`config.mk`:
```
export PLATFORM = sky130hd
export DESIGN_NAME = midpoint_circle_raster_flat
export DESIGN_NICKNAME = d
export VERILOG_FILES = /design/src/rtl/mcr_pkg.sv /design/src/rtl/mcr_ifs.sv /design/src/rtl/midpoint_circle_raster.sv /design/src/rtl/mcr_front.sv /design/src/rtl/mcr_fifo.sv /design/src/rtl/mcr_back.sv /design/src/flat_wrapper.sv
export SDC_FILE = /design/constraint.sdc
export NUM_CORES = 1
export LEC_CHECK = 0
export ABC_AREA = 1
export CAP_MARGIN = 20
export CORE_ASPECT_RATIO = 0.6
export CORE_UTILIZATION = 40
export DETAILED_ROUTE_END_ITERATION = 6
export DONT_BUFFER_PORTS = 1
export PLACE_DENSITY = 0.53
export SLEW_MARGIN = 30
export SYNTH_ARGS = -nofsm -noshare
export SYNTH_HDL_FRONTEND = slang
export SYNTH_SLANG_ARGS = --single-unit
```
`constraint.sdc`:
```
create_clock -name clk -period 5.4 [get_ports clk]
set_input_delay 0.27 -clock clk [delete_from_list [all_inputs] [get_ports clk]]
set_output_delay 0.27 -clock clk [all_outputs]
set_load 0.01 [all_outputs]
```
`src/rtl/mcr_pkg.sv`:
```
// Shared constants and types for the midpoint circle rasterizer.
// No dependencies; every other file of the block but the assertion header refers to this package.
`timescale 1ns / 1ps
`default_nettype none

package mcr_pkg;

  localparam int COORD_BITS_DEF = 10;

  localparam int CFG_IDX_BITS = 2;
  localparam logic [CFG_IDX_BITS-1:0] REG_CENTER_X = 2'd0;
  localparam logic [CFG_IDX_BITS-1:0] REG_CENTER_Y = 2'd1;
  localparam logic [CFG_IDX_BITS-1:0] REG_IMAGE_W  = 2'd2;
  localparam logic [CFG_IDX_BITS-1:0] REG_IMAGE_H  = 2'd3;

  localparam logic OP_START = 1'b0;
  localparam logic OP_STEP  = 1'b1;

  localparam int CENTER_RESET = 200;
  localparam int IMAGE_RESET  = 400;

  localparam int DEC_INIT  = 3;
  localparam int DEC_SHIFT = 2;
  localparam int DEC_DIAG  = 10;
  localparam int DEC_AXIS  = 6;

  localparam int GROUP_PIXELS = 8;
  localparam int PIX_IDX_BITS = $clog2(GROUP_PIXELS);
  localparam int QUEUE_DEPTH  = 2;

  typedef struct packed {
    logic not_full;
    logic not_empty;
  } mcr_q_stat_t;

endpackage

`default_nettype wire

```
`src/rtl/mcr_ifs.sv`:
```
// Channel interfaces of the midpoint circle rasterizer: input, result, configuration.
// Depends on mcr_pkg for the default coordinate width and register index width.
`timescale 1ns / 1ps
`default_nettype none

interface mcr_in_if #(
  parameter int COORD_BITS = mcr_pkg::COORD_BITS_DEF
);
  logic                  valid;
  logic                  ready;
  logic                  op;
  logic [COORD_BITS-1:0] radius;

  modport source (output valid, output op, output radius, input ready);
  modport sink (input valid, input op, input radius, output ready);
endinterface

interface mcr_out_if #(
  parameter int COORD_BITS = mcr_pkg::COORD_BITS_DEF
);
  logic                         valid;
  logic                         ready;
  logic signed [COORD_BITS+1:0] pixel_x;
  logic signed [COORD_BITS+1:0] pixel_y;
  logic                         on_image;
  logic                         last;
  logic                         done_res;

  modport source (output valid, output pixel_x, output pixel_y, output on_image,
                  output last, output done_res, input ready);
  modport sink (input valid, input pixel_x, input pixel_y, input on_image,
                input last, input done_res, output ready);
endinterface

interface mcr_cfg_if #(
  parameter int COORD_BITS = mcr_pkg::COORD_BITS_DEF
);
  logic                              valid;
  logic                              ready;
  logic [mcr_pkg::CFG_IDX_BITS-1:0]  index;
  logic [COORD_BITS:0]               data;

  modport source (output valid, output index, output data, input ready);
  modport sink (input valid, input index, input data, output ready);
endinterface

`default_nettype wire

```
`src/rtl/midpoint_circle_raster.sv`:
```
// Top level of the midpoint circle rasterizer: front part, descriptor queue, back part.
// Depends on mcr_pkg, the channel interfaces, mcr_front, mcr_fifo and mcr_back.
//
//   channel  dir  payload                                       ready
//   in_ch    in   op, radius                                    queue has room
//   out_ch   out  pixel_x, pixel_y, on_image, last, done_res    from sink
//   cfg_ch   in   index, data                                   always high
//
// A start or an emitting step queues one group.
// Each group leaves as eight pixels, one per cycle while out_ch is not stalled, through the output register.
// The queue holds two groups, so items keep arriving while a group drains.
// Synchronous reset clears the octant state and queue and restores the registers.
// A stall on out_ch holds the pixel; in_ch stalls only while the queue is full.
`timescale 1ns / 1ps
`default_nettype none

module midpoint_circle_raster #(
  parameter int COORD_BITS = mcr_pkg::COORD_BITS_DEF
) (
  input  wire         clk,
  input  wire         rst_n,
  mcr_in_if.sink      in_ch,
  mcr_out_if.source   out_ch,
  mcr_cfg_if.sink     cfg_ch
);

  localparam int DESC_BITS = 2 * (COORD_BITS + 1) + 1;

  mcr_pkg::mcr_q_stat_t  q_stat;
  logic                  q_push, q_pop;
  logic [DESC_BITS-1:0]  q_push_data, q_head;

  mcr_front #(
    .COORD_BITS (COORD_BITS)
  ) u_front (
    .clk       (clk),
    .rst_n     (rst_n),
    .in_valid  (in_ch.valid),
    .in_ready  (in_ch.ready),
    .in_op     (in_ch.op),
    .in_radius (in_ch.radius),
    .q_stat    (q_stat),
    .push      (q_push),
    .push_data (q_push_data)
  );

  mcr_fifo #(
    .WIDTH (DESC_BITS)
  ) u_fifo (
    .clk       (clk),
    .rst_n     (rst_n),
    .push      (q_push),
    .push_data (q_push_data),
    .pop       (q_pop),
    .head_data (q_head),
    .q_stat    (q_stat)
  );

  mcr_back #(
    .COORD_BITS (COORD_BITS)
  ) u_back (
    .clk          (clk),
    .rst_n        (rst_n),
    .q_stat       (q_stat),
    .q_data       (q_head),
    .pop          (q_pop),
    .cfg_valid    (cfg_ch.valid),
    .cfg_ready    (cfg_ch.ready),
    .cfg_index    (cfg_ch.index),
    .cfg_data     (cfg_ch.data),
    .out_valid    (out_ch.valid),
    .out_ready    (out_ch.ready),
    .out_pixel_x  (out_ch.pixel_x),
    .out_pixel_y  (out_ch.pixel_y),
    .out_on_image (out_ch.on_image),
    .out_last     (out_ch.last),
    .out_done_res (out_ch.done_res)
  );

endmodule

`default_nettype wire

```
`src/rtl/mcr_front.sv`:
```
// Front part: accepts start and step items and advances the octant state.
// Pushes one group descriptor (x, y, done) per emitting item; uses mcr_pkg.
`timescale 1ns / 1ps
`default_nettype none

module mcr_front #(
  parameter int COORD_BITS = mcr_pkg::COORD_BITS_DEF
) (
  input  wire                            clk,
  input  wire                            rst_n,
  input  wire                            in_valid,
  output logic                           in_ready,
  input  wire                            in_op,
  input  wire [COORD_BITS-1:0]           in_radius,
  input  mcr_pkg::mcr_q_stat_t           q_stat,
  output logic                           push,
  output logic [2*(COORD_BITS+1):0]      push_data
);

  localparam int XY_BITS  = COORD_BITS + 1;
  localparam int DEC_BITS = COORD_BITS + 4;

  logic [XY_BITS-1:0]  x_r, x_nxt;
  logic [XY_BITS-1:0]  y_r, y_nxt;
  logic [DEC_BITS-1:0] d_r, d_nxt;
  logic                active_r, active_nxt;

  logic                accept;
  logic                behind;
  logic                done_new;
  logic [DEC_BITS-1:0] x_ext, y_ext, r_ext;

  assign in_ready = q_stat.not_full;
  assign accept   = in_valid && in_ready;
  assign x_ext    = {{(DEC_BITS-XY_BITS){1'b0}}, x_r};
  assign y_ext    = {{(DEC_BITS-XY_BITS){y_r[XY_BITS-1]}}, y_r};
  assign r_ext    = {{(DEC_BITS-COORD_BITS){1'b0}}, in_radius};

  // The y coordinate is two's complement, x is never negative.
  assign behind   = y_r[XY_BITS-1] || (y_r < x_r);
  assign done_new = y_nxt[XY_BITS-1] || (y_nxt < x_nxt);

  always_comb begin
    x_nxt      = x_r;
    y_nxt      = y_r;
    d_nxt      = d_r;
    active_nxt = active_r;
    push       = 1'b0;
    if (accept) begin
      if (in_op == mcr_pkg::OP_START) begin
        x_nxt      = '0;
        y_nxt      = {1'b0, in_radius};
        d_nxt      = DEC_BITS'(mcr_pkg::DEC_INIT) - (r_ext << 1);
        active_nxt = 1'b1;
        push       = 1'b1;
      end else if (active_r && !behind) begin
        if (!d_r[DEC_BITS-1] && (d_r != '0)) begin
          d_nxt = d_r + ((x_ext - y_ext) << mcr_pkg::DEC_SHIFT)
                  + DEC_BITS'(mcr_pkg::DEC_DIAG);
          y_nxt = y_r - XY_BITS'(1);
        end else begin
          d_nxt = d_r + (x_ext << mcr_pkg::DEC_SHIFT) + DEC_BITS'(mcr_pkg::DEC_AXIS);
        end
        x_nxt = x_r + XY_BITS'(1);
        push  = 1'b1;
      end
      if (push && done_new) begin
        active_nxt = 1'b0;
      end
    end
  end

  assign push_data = {x_nxt, y_nxt, done_new};

  always_ff @(posedge clk) begin
    if (!rst_n) begin
      x_r      <= '0;
      y_r      <= '0;
      d_r      <= '0;
      active_r <= 1'b0;
    end else begin
      x_r      <= x_nxt;
      y_r      <= y_nxt;
      d_r      <= d_nxt;
      active_r <= active_nxt;
    end
  end

endmodule

`default_nettype wire

```
`src/rtl/mcr_fifo.sv`:
```
// Short queue of group descriptors between the front and back parts.
// Uses mcr_pkg for its depth and its status struct.
`timescale 1ns / 1ps
`default_nettype none

module mcr_fifo #(
  parameter int WIDTH = 2 * (mcr_pkg::COORD_BITS_DEF + 1) + 1
) (
  input  wire                   clk,
  input  wire                   rst_n,
  input  wire                   push,
  input  wire [WIDTH-1:0]       push_data,
  input  wire                   pop,
  output logic [WIDTH-1:0]      head_data,
  output mcr_pkg::mcr_q_stat_t  q_stat
);

  localparam int DEPTH    = mcr_pkg::QUEUE_DEPTH;
  localparam int PTR_BITS = (DEPTH > 1) ? $clog2(DEPTH) : 1;
  localparam int CNT_BITS = $clog2(DEPTH + 1);

  logic [WIDTH-1:0]    slot_r [DEPTH];
  logic [PTR_BITS-1:0] wr_ptr_r, wr_ptr_nxt;
  logic [PTR_BITS-1:0] rd_ptr_r, rd_ptr_nxt;
  logic [CNT_BITS-1:0] cnt_r, cnt_nxt;
  logic                do_push, do_pop;

  assign q_stat.not_full  = (cnt_r != CNT_BITS'(DEPTH));
  assign q_stat.not_empty = (cnt_r != '0);
  assign do_push          = push && q_stat.not_full;
  assign do_pop           = pop && q_stat.not_empty;
  assign head_data        = slot_r[rd_ptr_r];

  always_comb begin
    wr_ptr_nxt = wr_ptr_r;
    rd_ptr_nxt = rd_ptr_r;
    cnt_nxt    = cnt_r;
    if (do_push) begin
      wr_ptr_nxt = (wr_ptr_r == PTR_BITS'(DEPTH - 1)) ? '0 : wr_ptr_r + PTR_BITS'(1);
    end
    if (do_pop) begin
      rd_ptr_nxt = (rd_ptr_r == PTR_BITS'(DEPTH - 1)) ? '0 : rd_ptr_r + PTR_BITS'(1);
    end
    if (do_push && !do_pop) begin
      cnt_nxt = cnt_r + CNT_BITS'(1);
    end else if (do_pop && !do_push) begin
      cnt_nxt = cnt_r - CNT_BITS'(1);
    end
  end

  always_ff @(posedge clk) begin
    if (do_push) begin
      slot_r[wr_ptr_r] <= push_data;
    end
  end

  always_ff @(posedge clk) begin
    if (!rst_n) begin
      wr_ptr_r <= '0;
      rd_ptr_r <= '0;
      cnt_r    <= '0;
    end else begin
      wr_ptr_r <= wr_ptr_nxt;
      rd_ptr_r <= rd_ptr_nxt;
      cnt_r    <= cnt_nxt;
    end
  end

endmodule

`default_nettype wire

```
`src/rtl/mcr_back.sv`:
```
// Back part: holds the configuration and expands each descriptor into eight pixels.
// One pixel per cycle, while the output is free, into a registered output; uses mcr_pkg.
`timescale 1ns / 1ps
`default_nettype none

module mcr_back #(
  parameter int COORD_BITS = mcr_pkg::COORD_BITS_DEF
) (
  input  wire                               clk,
  input  wire                               rst_n,
  input  mcr_pkg::mcr_q_stat_t              q_stat,
  input  wire [2*(COORD_BITS+1):0]          q_data,
  output logic                              pop,
  input  wire                               cfg_valid,
  output logic                              cfg_ready,
  input  wire [mcr_pkg::CFG_IDX_BITS-1:0]   cfg_index,
  input  wire [COORD_BITS:0]                cfg_data,
  output logic                              out_valid,
  input  wire                               out_ready,
  output logic [COORD_BITS+1:0]             out_pixel_x,
  output logic [COORD_BITS+1:0]             out_pixel_y,
  output logic                              out_on_image,
  output logic                              out_last,
  output logic                              out_done_res
);

  localparam int XY_BITS  = COORD_BITS + 1;
  localparam int PIX_BITS = COORD_BITS + 2;
  localparam int K_BITS   = mcr_pkg::PIX_IDX_BITS;

  logic [COORD_BITS-1:0] cx_r, cy_r;
  logic [XY_BITS-1:0]    w_r, h_r;

  logic [XY_BITS-1:0]    gx_r, gy_r;
  logic                  gdone_r;
  logic                  busy_r, busy_nxt;
  logic [K_BITS-1:0]     k_r, k_nxt;

  logic                  out_valid_r, out_valid_nxt;
  logic [PIX_BITS-1:0]   px_r, py_r;
  logic                  on_r, last_r, done_r;

  logic                  out_free, emit, fin;
  logic [PIX_BITS-1:0]   x_zx, y_sx, a_op, b_op, cx_p, cy_p, px, py;
  logic                  on_px;

  assign cfg_ready = 1'b1;

  assign out_free = !out_valid_r || out_ready;
  assign emit     = busy_r && out_free;
  assign fin      = emit && (k_r == K_BITS'(mcr_pkg::GROUP_PIXELS - 1));
  assign pop      = q_stat.not_empty && (!busy_r || fin);

  always_comb begin
    busy_nxt = busy_r;
    k_nxt    = k_r;
    if (pop) begin
      busy_nxt = 1'b1;
      k_nxt    = '0;
    end else if (fin) begin
      busy_nxt = 1'b0;
      k_nxt    = '0;
    end else if (emit) begin
      k_nxt = k_r + K_BITS'(1);
    end
  end

  // Bit 2 of the pixel index swaps x and y, bit 1 negates the column term,
  // bit 0 negates the row term.
  assign x_zx = {1'b0, gx_r};
  assign y_sx = {gy_r[XY_BITS-1], gy_r};
  assign a_op = k_r[2] ? y_sx : x_zx;
  assign b_op = k_r[2] ? x_zx : y_sx;
  assign cx_p = {2'b00, cx_r};
  assign cy_p = {2'b00, cy_r};
  assign px   = k_r[1] ? (cx_p - a_op) : (cx_p + a_op);
  assign py   = k_r[0] ? (cy_p - b_op) : (cy_p + b_op);
  assign on_px = !px[PIX_BITS-1] && (px[PIX_BITS-2:0] < w_r)
              && !py[PIX_BITS-1] && (py[PIX_BITS-2:0] < h_r);

  always_comb begin
    out_valid_nxt = out_valid_r;
    if (emit) begin
      out_valid_nxt = 1'b1;
    end else if (out_ready) begin
      out_valid_nxt = 1'b0;
    end
  end

  always_ff @(posedge clk) begin
    if (!rst_n) begin
      cx_r <= COORD_BITS'(mcr_pkg::CENTER_RESET);
      cy_r <= COORD_BITS'(mcr_pkg::CENTER_RESET);
      w_r  <= XY_BITS'(mcr_pkg::IMAGE_RESET);
      h_r  <= XY_BITS'(mcr_pkg::IMAGE_RESET);
    end else if (cfg_valid && cfg_ready) begin
      case (cfg_index)
        mcr_pkg::REG_CENTER_X: begin
          cx_r <= cfg_data[COORD_BITS-1:0];
        end
        mcr_pkg::REG_CENTER_Y: begin
          cy_r <= cfg_data[COORD_BITS-1:0];
        end
        mcr_pkg::REG_IMAGE_W: begin
          w_r <= cfg_data;
        end
        mcr_pkg::REG_IMAGE_H: begin
          h_r <= cfg_data;
        end
        default: begin
        end
      endcase
    end
  end

  always_ff @(posedge clk) begin
    if (!rst_n) begin
      busy_r      <= 1'b0;
      k_r         <= '0;
      out_valid_r <= 1'b0;
    end else begin
      busy_r      <= busy_nxt;
      k_r         <= k_nxt;
      out_valid_r <= out_valid_nxt;
    end
  end

  always_ff @(posedge clk) begin
    if (pop) begin
      {gx_r, gy_r, gdone_r} <= q_data;
    end
    if (emit) begin
      px_r   <= px;
      py_r   <= py;
      on_r   <= on_px;
      last_r <= (k_r == K_BITS'(mcr_pkg::GROUP_PIXELS - 1));
      done_r <= gdone_r;
    end
  end

  assign out_valid    = out_valid_r;
  assign out_pixel_x  = px_r;
  assign out_pixel_y  = py_r;
  assign out_on_image = on_r;
  assign out_last     = last_r;
  assign out_done_res = done_r;

endmodule

`default_nettype wire

```
`src/flat_wrapper.sv`:
```
// flat-port wrapper written by rule: the top's interface ports become plain ports
module midpoint_circle_raster_flat 
#(
  parameter int COORD_BITS = mcr_pkg::COORD_BITS_DEF
)
  (clk, rst_n, in_ch_valid, in_ch_op, in_ch_radius, in_ch_ready, out_ch_valid, out_ch_pixel_x, out_ch_pixel_y, out_ch_on_image, out_ch_last, out_ch_done_res, out_ch_ready, cfg_ch_valid, cfg_ch_index, cfg_ch_data, cfg_ch_ready);
  mcr_in_if #(.COORD_BITS(COORD_BITS)) in_ch_i ();
  mcr_out_if #(.COORD_BITS(COORD_BITS)) out_ch_i ();
  mcr_cfg_if #(.COORD_BITS(COORD_BITS)) cfg_ch_i ();
  input  wire clk;
  input  wire rst_n;
  input wire logic [$bits(in_ch_i.valid)-1:0] in_ch_valid;
  input wire logic [$bits(in_ch_i.op)-1:0] in_ch_op;
  input wire logic [$bits(in_ch_i.radius)-1:0] in_ch_radius;
  output wire logic [$bits(in_ch_i.ready)-1:0] in_ch_ready;
  output wire logic [$bits(out_ch_i.valid)-1:0] out_ch_valid;
  output wire logic [$bits(out_ch_i.pixel_x)-1:0] out_ch_pixel_x;
  output wire logic [$bits(out_ch_i.pixel_y)-1:0] out_ch_pixel_y;
  output wire logic [$bits(out_ch_i.on_image)-1:0] out_ch_on_image;
  output wire logic [$bits(out_ch_i.last)-1:0] out_ch_last;
  output wire logic [$bits(out_ch_i.done_res)-1:0] out_ch_done_res;
  input wire logic [$bits(out_ch_i.ready)-1:0] out_ch_ready;
  input wire logic [$bits(cfg_ch_i.valid)-1:0] cfg_ch_valid;
  input wire logic [$bits(cfg_ch_i.index)-1:0] cfg_ch_index;
  input wire logic [$bits(cfg_ch_i.data)-1:0] cfg_ch_data;
  output wire logic [$bits(cfg_ch_i.ready)-1:0] cfg_ch_ready;
  assign in_ch_i.valid = in_ch_valid;
  assign in_ch_i.op = in_ch_op;
  assign in_ch_i.radius = in_ch_radius;
  assign in_ch_ready = in_ch_i.ready;
  assign out_ch_valid = out_ch_i.valid;
  assign out_ch_pixel_x = out_ch_i.pixel_x;
  assign out_ch_pixel_y = out_ch_i.pixel_y;
  assign out_ch_on_image = out_ch_i.on_image;
  assign out_ch_last = out_ch_i.last;
  assign out_ch_done_res = out_ch_i.done_res;
  assign out_ch_i.ready = out_ch_ready;
  assign cfg_ch_i.valid = cfg_ch_valid;
  assign cfg_ch_i.index = cfg_ch_index;
  assign cfg_ch_i.data = cfg_ch_data;
  assign cfg_ch_ready = cfg_ch_i.ready;
  midpoint_circle_raster #(.COORD_BITS(COORD_BITS)) u_core (.clk(clk), .rst_n(rst_n), .in_ch(in_ch_i), .out_ch(out_ch_i), .cfg_ch(cfg_ch_i));
endmodule
```
# Word level (Yosys, flattened, before mapping)
# Memory sizes are Yosys's and may differ from the RTL's. A register that Yosys moved wholly into a read port is not among the register bits.
# Index checks and enable logic that the tools add are counted.
word_totals:
  ramBits: 46
  out_inout_bits: 30
  regBits: 115
  elab_cells: 118
  mem_count: 1
memory_table:
  columns: ["memory", "words", "word_bits", "rd", "rd_ports_with_merged_regs", "write_ports", "line_no", "rtl"]
  rows:
  - ["u_core.u_fifo.slot_r", 2, 23, 1, 1, 1, "mcr_fifo.sv:22", "logic [WIDTH-1:0] slot_r [DEPTH];"]
classes:
  n_lt_le_gt_ge: 4
  bitwise: 1
  addsub: 17
  reduce_logical: 39
  muxes: 30
  eq_ne: 7
ops:
  columns: ["op", "n"]
  rows:
  - ["$mux W11", 7]
  - ["$mux W12", 4]
  - ["$lt A11 B11 Y1", 4]
  - ["$mux W14", 3]
  - ["$add A10 B12 Y12", 2]
  - ["$sub A10 B12 Y12", 2]
  - ["$add A14 B13 Y14", 1]
  - ["$add A14 B14 Y14", 1]
  - ["$add A14 B3 Y14 const B", 1]
  - ["$add A14 B4 Y14 const B", 1]
  - ["$logic_and A1 B1 Y1", 14]
  - ["$mux W1", 14]
  - ["$reduce_bool A14 Y1", 1]
  - ["$reduce_and A2 Y1", 6]
  - ["$sub A12 B11 Y12", 1]
  - ["$sub A2 B11 Y12 const A", 1]
  - ["$add A11 B1 Y11 const B", 1]
  - ["$sub A11 B1 Y11 const B", 1]
  - ["$logic_not A1 Y1", 8]
  - ["$reduce_bool A2 Y1", 4]
  - ["$eq A2 B2 Y1 const B", 2]
  - ["$logic_or A1 B1 Y1", 4]
  - ["$mux W2", 2]
  - ["$ne A2 B1 Y1 const B", 2]
  - ["10 further kinds", 11]

# Depth between registers and ports, before layout
depth:
  depth_word: 13
  mapped_depth: 27

# Hierarchy
# From an unflattened synthesis, not the netlist that was laid out.
unflattened:
  cells_unflattened: 1448
  area_unflattened_um2: 11996.5
by_module_without_submodules:
  columns: ["module", "area_per_inst_um2", "instances", "seq_area_each_um2", "cells_each"]
  rows:
  - ["mcr_back", 5690.5, 1, 2442.3, 690]
  - ["mcr_front", 4403.0, 1, 740.7, 650]
  - ["mcr_fifo", 1903.1, 1, 1481.4, 108]

# Worst setup path after synthesis
# OpenSTA, ideal clock, no wires.
synth_path:
  kind: "register to register"
  start: "reg u_core.u_back.k_r[2]"
  end: "reg u_core.u_back.on_r (netlist: u_core.u_back.out_on_image), data pin"
  arrival_ns: 3.824
  setup_slack_ns: 1.314
  path_stages_with_launch: 23
  path_cell_list: "dfxtp_1 buf_6 inv_2 buf_6 or2_2 o21ai_2 ha_1 nand2_1 o21ai_0 fa_1 o21ai_0 a21o_1 a21oi_1 o21ai_0 a21o_1 a21oi_1 xnor2_1 ha_1 nand4_1 a2111oi_0 nor2_1 nand3_1 nor3_2"
synth_between:
  elab_chain_len: 7
  elab_cells_between_ends: 15
synth_lines:
  columns: ["item", "line_no", "rtl"]
  rows:
  - ["start, declared", "mcr_back.sv:37", "logic [K_BITS-1:0] k_r, k_nxt;"]
  - ["start signal, assigned", "mcr_back.sv:123", "k_r <= k_nxt;"]
  - ["$mux W12 *", "mcr_back.sv:72", "assign a_op = k_r[2] ? y_sx : x_zx;"]
  - ["$add A10 B12 Y12 / $sub A10 B12 Y12 (equally long branches)", "mcr_back.sv:76", "assign px = k_r[1] ? (cx_p - a_op) : (cx_p + a_op);"]
  - ["$mux W12 *", "mcr_back.sv:76", null]
  - ["net u_core.u_back.px[10]", "mcr_back.sv:44", "logic [PIX_BITS-1:0] x_zx, y_sx, a_op, b_op, cx_p, cy_p, px, py;"]
  - ["$lt A11 B11 Y1 *", "mcr_back.sv:78", "assign on_px = !px[PIX_BITS-1] && (px[PIX_BITS-2:0] < w_r)"]
  - ["$logic_and A1 B1 Y1 *", "mcr_back.sv:78", null]
  - ["$logic_and A1 B1 Y1 * (2 in a row)", "mcr_back.sv:79", "&& !py[PIX_BITS-1] && (py[PIX_BITS-2:0] < h_r);"]
  - ["net u_core.u_back.on_px", "mcr_back.sv:45", "logic on_px;"]
  - ["end signal, assigned", "mcr_back.sv:135", "on_r <= on_px;"]
  - ["end, declared", "mcr_back.sv:41", "logic on_r, last_r, done_r;"]
# Mark *: on every way through the listed nets, which the timed path passes. The rest lies on a longest branch.
# A chain may end at the register's enable or synchronous reset.

# Final worst setup path
layout_path:
  start: "reg u_core.u_back.k_r[2]"
  end: "reg u_core.u_back.on_r (netlist: u_core.u_back.out_on_image), data pin"
layout_between:
  elab_cells_between_ends: 15
layout_lines:
  columns: ["item", "line_no", "rtl"]
  rows:
  - ["$mux W12 *", "mcr_back.sv:73", "assign b_op = k_r[2] ? x_zx : y_sx;"]
  - ["$add A10 B12 Y12 / $sub A10 B12 Y12 (equally long branches)", "mcr_back.sv:77", "assign py = k_r[0] ? (cy_p - b_op) : (cy_p + b_op);"]
  - ["$mux W12 *", "mcr_back.sv:77", null]
  - ["net u_core.u_back.py[10]", "mcr_back.sv:44", null]
  - ["$lt A11 B11 Y1 *", "mcr_back.sv:79", null]
  - ["$logic_and A1 B1 Y1 *", "mcr_back.sv:79", null]
  - ["net u_core.u_back.on_px", "mcr_back.sv:45", null]
# Marks and branches as above.

==> run summary <==
The repair_antennas step left the layout with diodes totalling 0. Overall die area: 29970 um^2. Final setup violation count: 0. Start-to-end type of the worst setup path: reg -> reg. The worst path uses 83.74% of the clock period. Detailed placement ended at an HPWL of 25470 um. Dividing the detail-routed wire length by the instance count gives 18.26 um. The cell area that synthesis handed to floorplanning was 11700 um^2. The sort of element at the end of the critical path was a flip-flop. The clock sink count is 184. Leaving out fill and tap cells, the most frequent cell in the layout is sky130_fd_sc_hd__nand2_1.

For the number of global-route vias before repair, the log shows 8565. From left edge to right edge, the die measures 222.8 um. The number of I/O pins is 59, and the fraction of the mapped netlist area in adder cells is 14.11%. The standard cell with the maximum stage delay on the critical path is sky130_fd_sc_hd__a2111o_1. The arrival time at the worst endpoint is 4700 ps.

The buffer depth of the longest clock path was 2; the number of cells in the finished layout apart from fillers was 1830. For this run, the detailed router's first-pass iteration total came to 7. Port buffering added 0 buffers.

Counting the fill cells in the layout gives 2858. Counting both buffers and inverters, the worst setup path holds a total of 2. The worst-case IR drop observed on VDD is 0.2980 mV.

The number of nets in the layout is 1600, and the clock latency on the worst-skew pair is 440 ps. Broken down by cell family, the worst path's largest delay share belongs to compound AO/OA/AOI/OAI gates. The run gives 0 as the initial antenna violation count.

The post-CTS setup-driven buffer insertion count was 0; the synthesized instance count was 1431. STA classifies the critical path startpoint as a flip-flop. The tightest min-delay check is of the in -> reg type. Growth of design area from synthesis to finish: 9.889%.

At the worst endpoint, the required time is 5580 ps. Clock-pin slew was measured on the worst setup and hold paths at 70 ps. The most frequent cell on the critical path is sky130_fd_sc_hd__nand2_1. The highest clock rate was 221.1 MHz. In the layout the commonest cells are sky130_fd_sc_hd__nand2_1, sky130_fd_sc_hd__inv_1, sky130_fd_sc_hd__ha_1.

The via count normalized by instance count was 5.186; the total number of cells along the worst setup path was 23. The flow ran to the end, and the final reports show no timing, DRC or antenna violations. Summing the areas of all xor and xnor instances in the mapped netlist gives 4.693% of the synthesized area. The height of the chip is 134.5 um, and the portion of netlist area occupied by mux cells is 0.3421%. The proportion of synthesized chip area in sequential cells is 39.68%.

The number of placed instances, taps included is 1784. The measured slew at the worst slew-check pin works out to 968.9 ps. In the final layout, the share of cells above drive strength 1 is 6.873%.

For the total DRC errors in the routed layout, the log shows 0. The count of nets left with antenna violations once routing finished came out at 0. Share of the synthesized area in compound gates (AO/OA/AOI/OAI): 13.46%.

The total area inside the core boundary comes to 28770 um^2. The floorplan row count is 48. Counting every net in the synthesized netlist gives 1589. The logs give 7.048 mW for the overall power and 35.17% for the headroom to the max-slew limit.

The worst hold path was traced through 2 stages. The congestion estimate from routability-driven global placement came to 0.8929. The final-layout setup total negative slack is 0 ps, and the distinct cell type count of the synthesized netlist is 55.

TritonCTS built the clock tree. The post-layout minimum cycle time works out to 4522 ps. The first global-routing pass estimated 51290 um of wire. For the largest net degree at the start of global routing, the log shows 60.

Max-cap check violation count: 0. The tools report the leftover overflow at the end of global routing as 0. The number of clock buffers added by TritonCTS is 17. The most used flip-flop cell after synthesis is sky130_fd_sc_hd__edfxtp_1.

The synthesized area per cell was 8.179 um^2. Clock root buffer master: sky130_fd_sc_hd__clkbuf_16. Of all nets on the critical path, the largest fanout is 27. The global-route total usage across every layer came out at 23.03%. After synthesis, the share of flip-flops with an asynchronous set or reset is 0%.

The count of routing violations after the opening detailed-route iteration came out at 920. Detailed routing inserted a total of 9490 vias. The tools report the number of max-slew violations in the final report as 0. Worst stage delay on the critical path: 430 ps. Setup repair after global routing left no endpoint under its margin. The largest family of logic cells by synthesized area is simple AND/OR/NAND/NOR gates. For the worst flop-to-flop path, the logic depth is 23. Starting utilization of the core area: 40.68%. The post-synthesis register bit count works out to 184.

CTS built an H-tree with a depth of 4. Power spread over the standard cell area amounts to 548.0 nW/um^2. The tools report the total count of hold-check failures in the final report as 0. Between clock sinks in the finished design, the worst skew comes to 10.91 ps.

Summed over all layers, the routed wires come to 33410 um. Count of flip-flops with a built-in enable after synthesis: 96. For the count of synthesis-stage warnings from yosys, the log shows 0. The signal on the critical path passes through buf_4, nand2_1, o21ai_1, ha_1, inv_1, nor3_1, nor2_1, xnor2_1, ha_1, nand2_1, o21ai_0, o21a_1, o21ai_0, nand2_1, nand2_1, nand2_1, a21oi_1, xnor2_1, ha_1, nand4_1, a2111o_1, o2111ai_1, nor3_2. The analysis attributes to cell leakage a power of 5.704 nW. The synthesized netlist devotes 19.88% of its cell area to simple gates.
==> report_power, final <==
group          switching [mW]  internal [mW]  leakage, nW
Sequential              0.227           1.96         1.62
Clock                   0.553          0.772        0.288
Combinational            2.31           1.23         3.79
Total                    3.09           3.96         5.70
==> worst reg2reg max path: stages, from the launching register on <==
cell and delay [ps]:
sky130_fd_sc_hd__dfxtp_1 350, sky130_fd_sc_hd__buf_4 300, sky130_fd_sc_hd__nand2_1 100, sky130_fd_sc_hd__o21ai_1 230, sky130_fd_sc_hd__ha_1 220, sky130_fd_sc_hd__inv_1 50, sky130_fd_sc_hd__nor3_1 270, sky130_fd_sc_hd__nor2_1 90
sky130_fd_sc_hd__xnor2_1 140, sky130_fd_sc_hd__ha_1 320, sky130_fd_sc_hd__nand2_1 90, sky130_fd_sc_hd__o21ai_0 120, sky130_fd_sc_hd__o21a_1 220, sky130_fd_sc_hd__o21ai_0 150, sky130_fd_sc_hd__nand2_1 100, sky130_fd_sc_hd__nand2_1 70
sky130_fd_sc_hd__nand2_1 50, sky130_fd_sc_hd__a21oi_1 150, sky130_fd_sc_hd__xnor2_1 110, sky130_fd_sc_hd__ha_1 330, sky130_fd_sc_hd__nand4_1 150, sky130_fd_sc_hd__a2111o_1 430, sky130_fd_sc_hd__o2111ai_1 160, sky130_fd_sc_hd__nor3_2 90
==> per-layer routing <==
metal  up-vias  part of all wire (%)  GRT usage (%)  wire length (um)
met5         -                     0              0                 0
met4         0                  0.84          5.364               281
met3        19                   9.0          7.071              3004
met2       269                    32          24.65             10650
met1      4398                    58          40.16             19480
li1       4804                     -              -                 -
==> cells by family (layout without fill, tap and decap cells) <==
kind of cell               count (synthesis)  count (layout)
AOI/OAI and AO/OA                        287             287
adders and majority gates                129             129
DFF                                      184             184
and+or+nand+nor                          533             533
muxes                                      4               4
other                                      1               1
xor gates and xnor gates                  61              61
buffers and inverters                    232             256
==> sequential cells by signal, summed over array words and instances, names as in the netlist, 10 cells and up <==
name / count
u_core.u_back.out_pixel_x: 12
u_core.u_front.x_r: 11
u_core.u_back.cy_r: 10
u_core.u_front.y_r: 11
u_core.u_back.gx_r: 11
u_core.u_fifo.slot_r: 46
u_core.u_back.h_r: 11
u_core.u_back.w_r: 11
u_core.u_front.d_r: 14
u_core.u_back.out_pixel_y: 12
u_core.u_back.cx_r: 10
u_core.u_back.gy_r: 11
==> stage by stage <==
stage | utilization (%) | hold WS (ps) | worst slack [ps] | cell area (um^2)
global placement | 42.02 | 369.6 | 1025 | 12090
global route | 44.71 | 9.528 | 510.1 | 12860
floorplan | - | 396.3 | 1314 | 11700
CTS | 44.71 | 0.5395 | 936.5 | 12860
detailed placement | 42.04 | 383.4 | 944.7 | 12090
finish | 44.71 | 28.71 | 878.1 | 12860
==> final timing paths <==
kind | startpoint | to | slack [ps]
worst max-delay path | u_core.u_back.k_r[2]$_SDFFE_PP0P_ | u_core.u_back.out_on_image$_DFFE_PP_ | 880
worst min-delay path | cfg_ch_data[0] | u_core.u_back.cx_r[0]$_SDFFE_PN0P_ | 30
worst max register to register | u_core.u_back.k_r[2]$_SDFFE_PP0P_ | u_core.u_back.out_on_image$_DFFE_PP_ | 880
worst min register to register | u_core.u_back.gdone_r$_DFFE_PP_ | u_core.u_back.out_done_res$_DFFE_PP_ | 430
==> repair_timing <==
action                     4_1_cts  5_1_grt
hold buffers                    14        0
hold endpoints to repair        63        0
setup endpoints to repair        0        0
gates resized for setup          0        0
==> cells in the mapped netlist, types with 6 or more instances <==
| library cell | instances | area, um^2 |
|---|---|---|
| sky130_fd_sc_hd__nand2_1 | 299 | 1122 |
| sky130_fd_sc_hd__a31oi_1 | 7 | 43.79 |
| sky130_fd_sc_hd__clkbuf_1 | 23 | 86.33 |
| sky130_fd_sc_hd__xnor2_1 | 21 | 183.9 |
| sky130_fd_sc_hd__inv_2 | 10 | 37.54 |
| sky130_fd_sc_hd__a21oi_1 | 120 | 600.6 |
| sky130_fd_sc_hd__nand3_1 | 45 | 225.2 |
| sky130_fd_sc_hd__o211ai_1 | 7 | 52.55 |
| sky130_fd_sc_hd__nand2_2 | 9 | 56.30 |
| sky130_fd_sc_hd__dfxtp_1 | 88 | 1762 |
| sky130_fd_sc_hd__edfxtp_1 | 96 | 2883 |
| sky130_fd_sc_hd__inv_1 | 188 | 705.7 |
| sky130_fd_sc_hd__o22ai_1 | 10 | 62.56 |
| sky130_fd_sc_hd__nor2_1 | 103 | 386.6 |
| sky130_fd_sc_hd__nand4_1 | 13 | 81.33 |
| sky130_fd_sc_hd__nor2_2 | 8 | 50.05 |
| sky130_fd_sc_hd__nor3_1 | 25 | 125.1 |
| sky130_fd_sc_hd__xor2_1 | 38 | 332.8 |
| sky130_fd_sc_hd__o21ai_0 | 107 | 535.5 |
| sky130_fd_sc_hd__o21bai_1 | 6 | 45.04 |
| sky130_fd_sc_hd__ha_1 | 124 | 1551 |
| sky130_fd_sc_hd__nor3_2 | 6 | 60.06 |
==> cell type report <==
type	instances	area, um^2	area share [%]
multi-input cells	1015	6157	47.87
flip-flops and latches	184	4644	36.11
inverters	201	754.5	5.866
well taps	375	469.2	3.648
clock buffers	19	432.9	3.366
repair buffers	23	225.2	1.751
clock inverters	13	177.7	1.381
(Power assumes the default switching activity.)
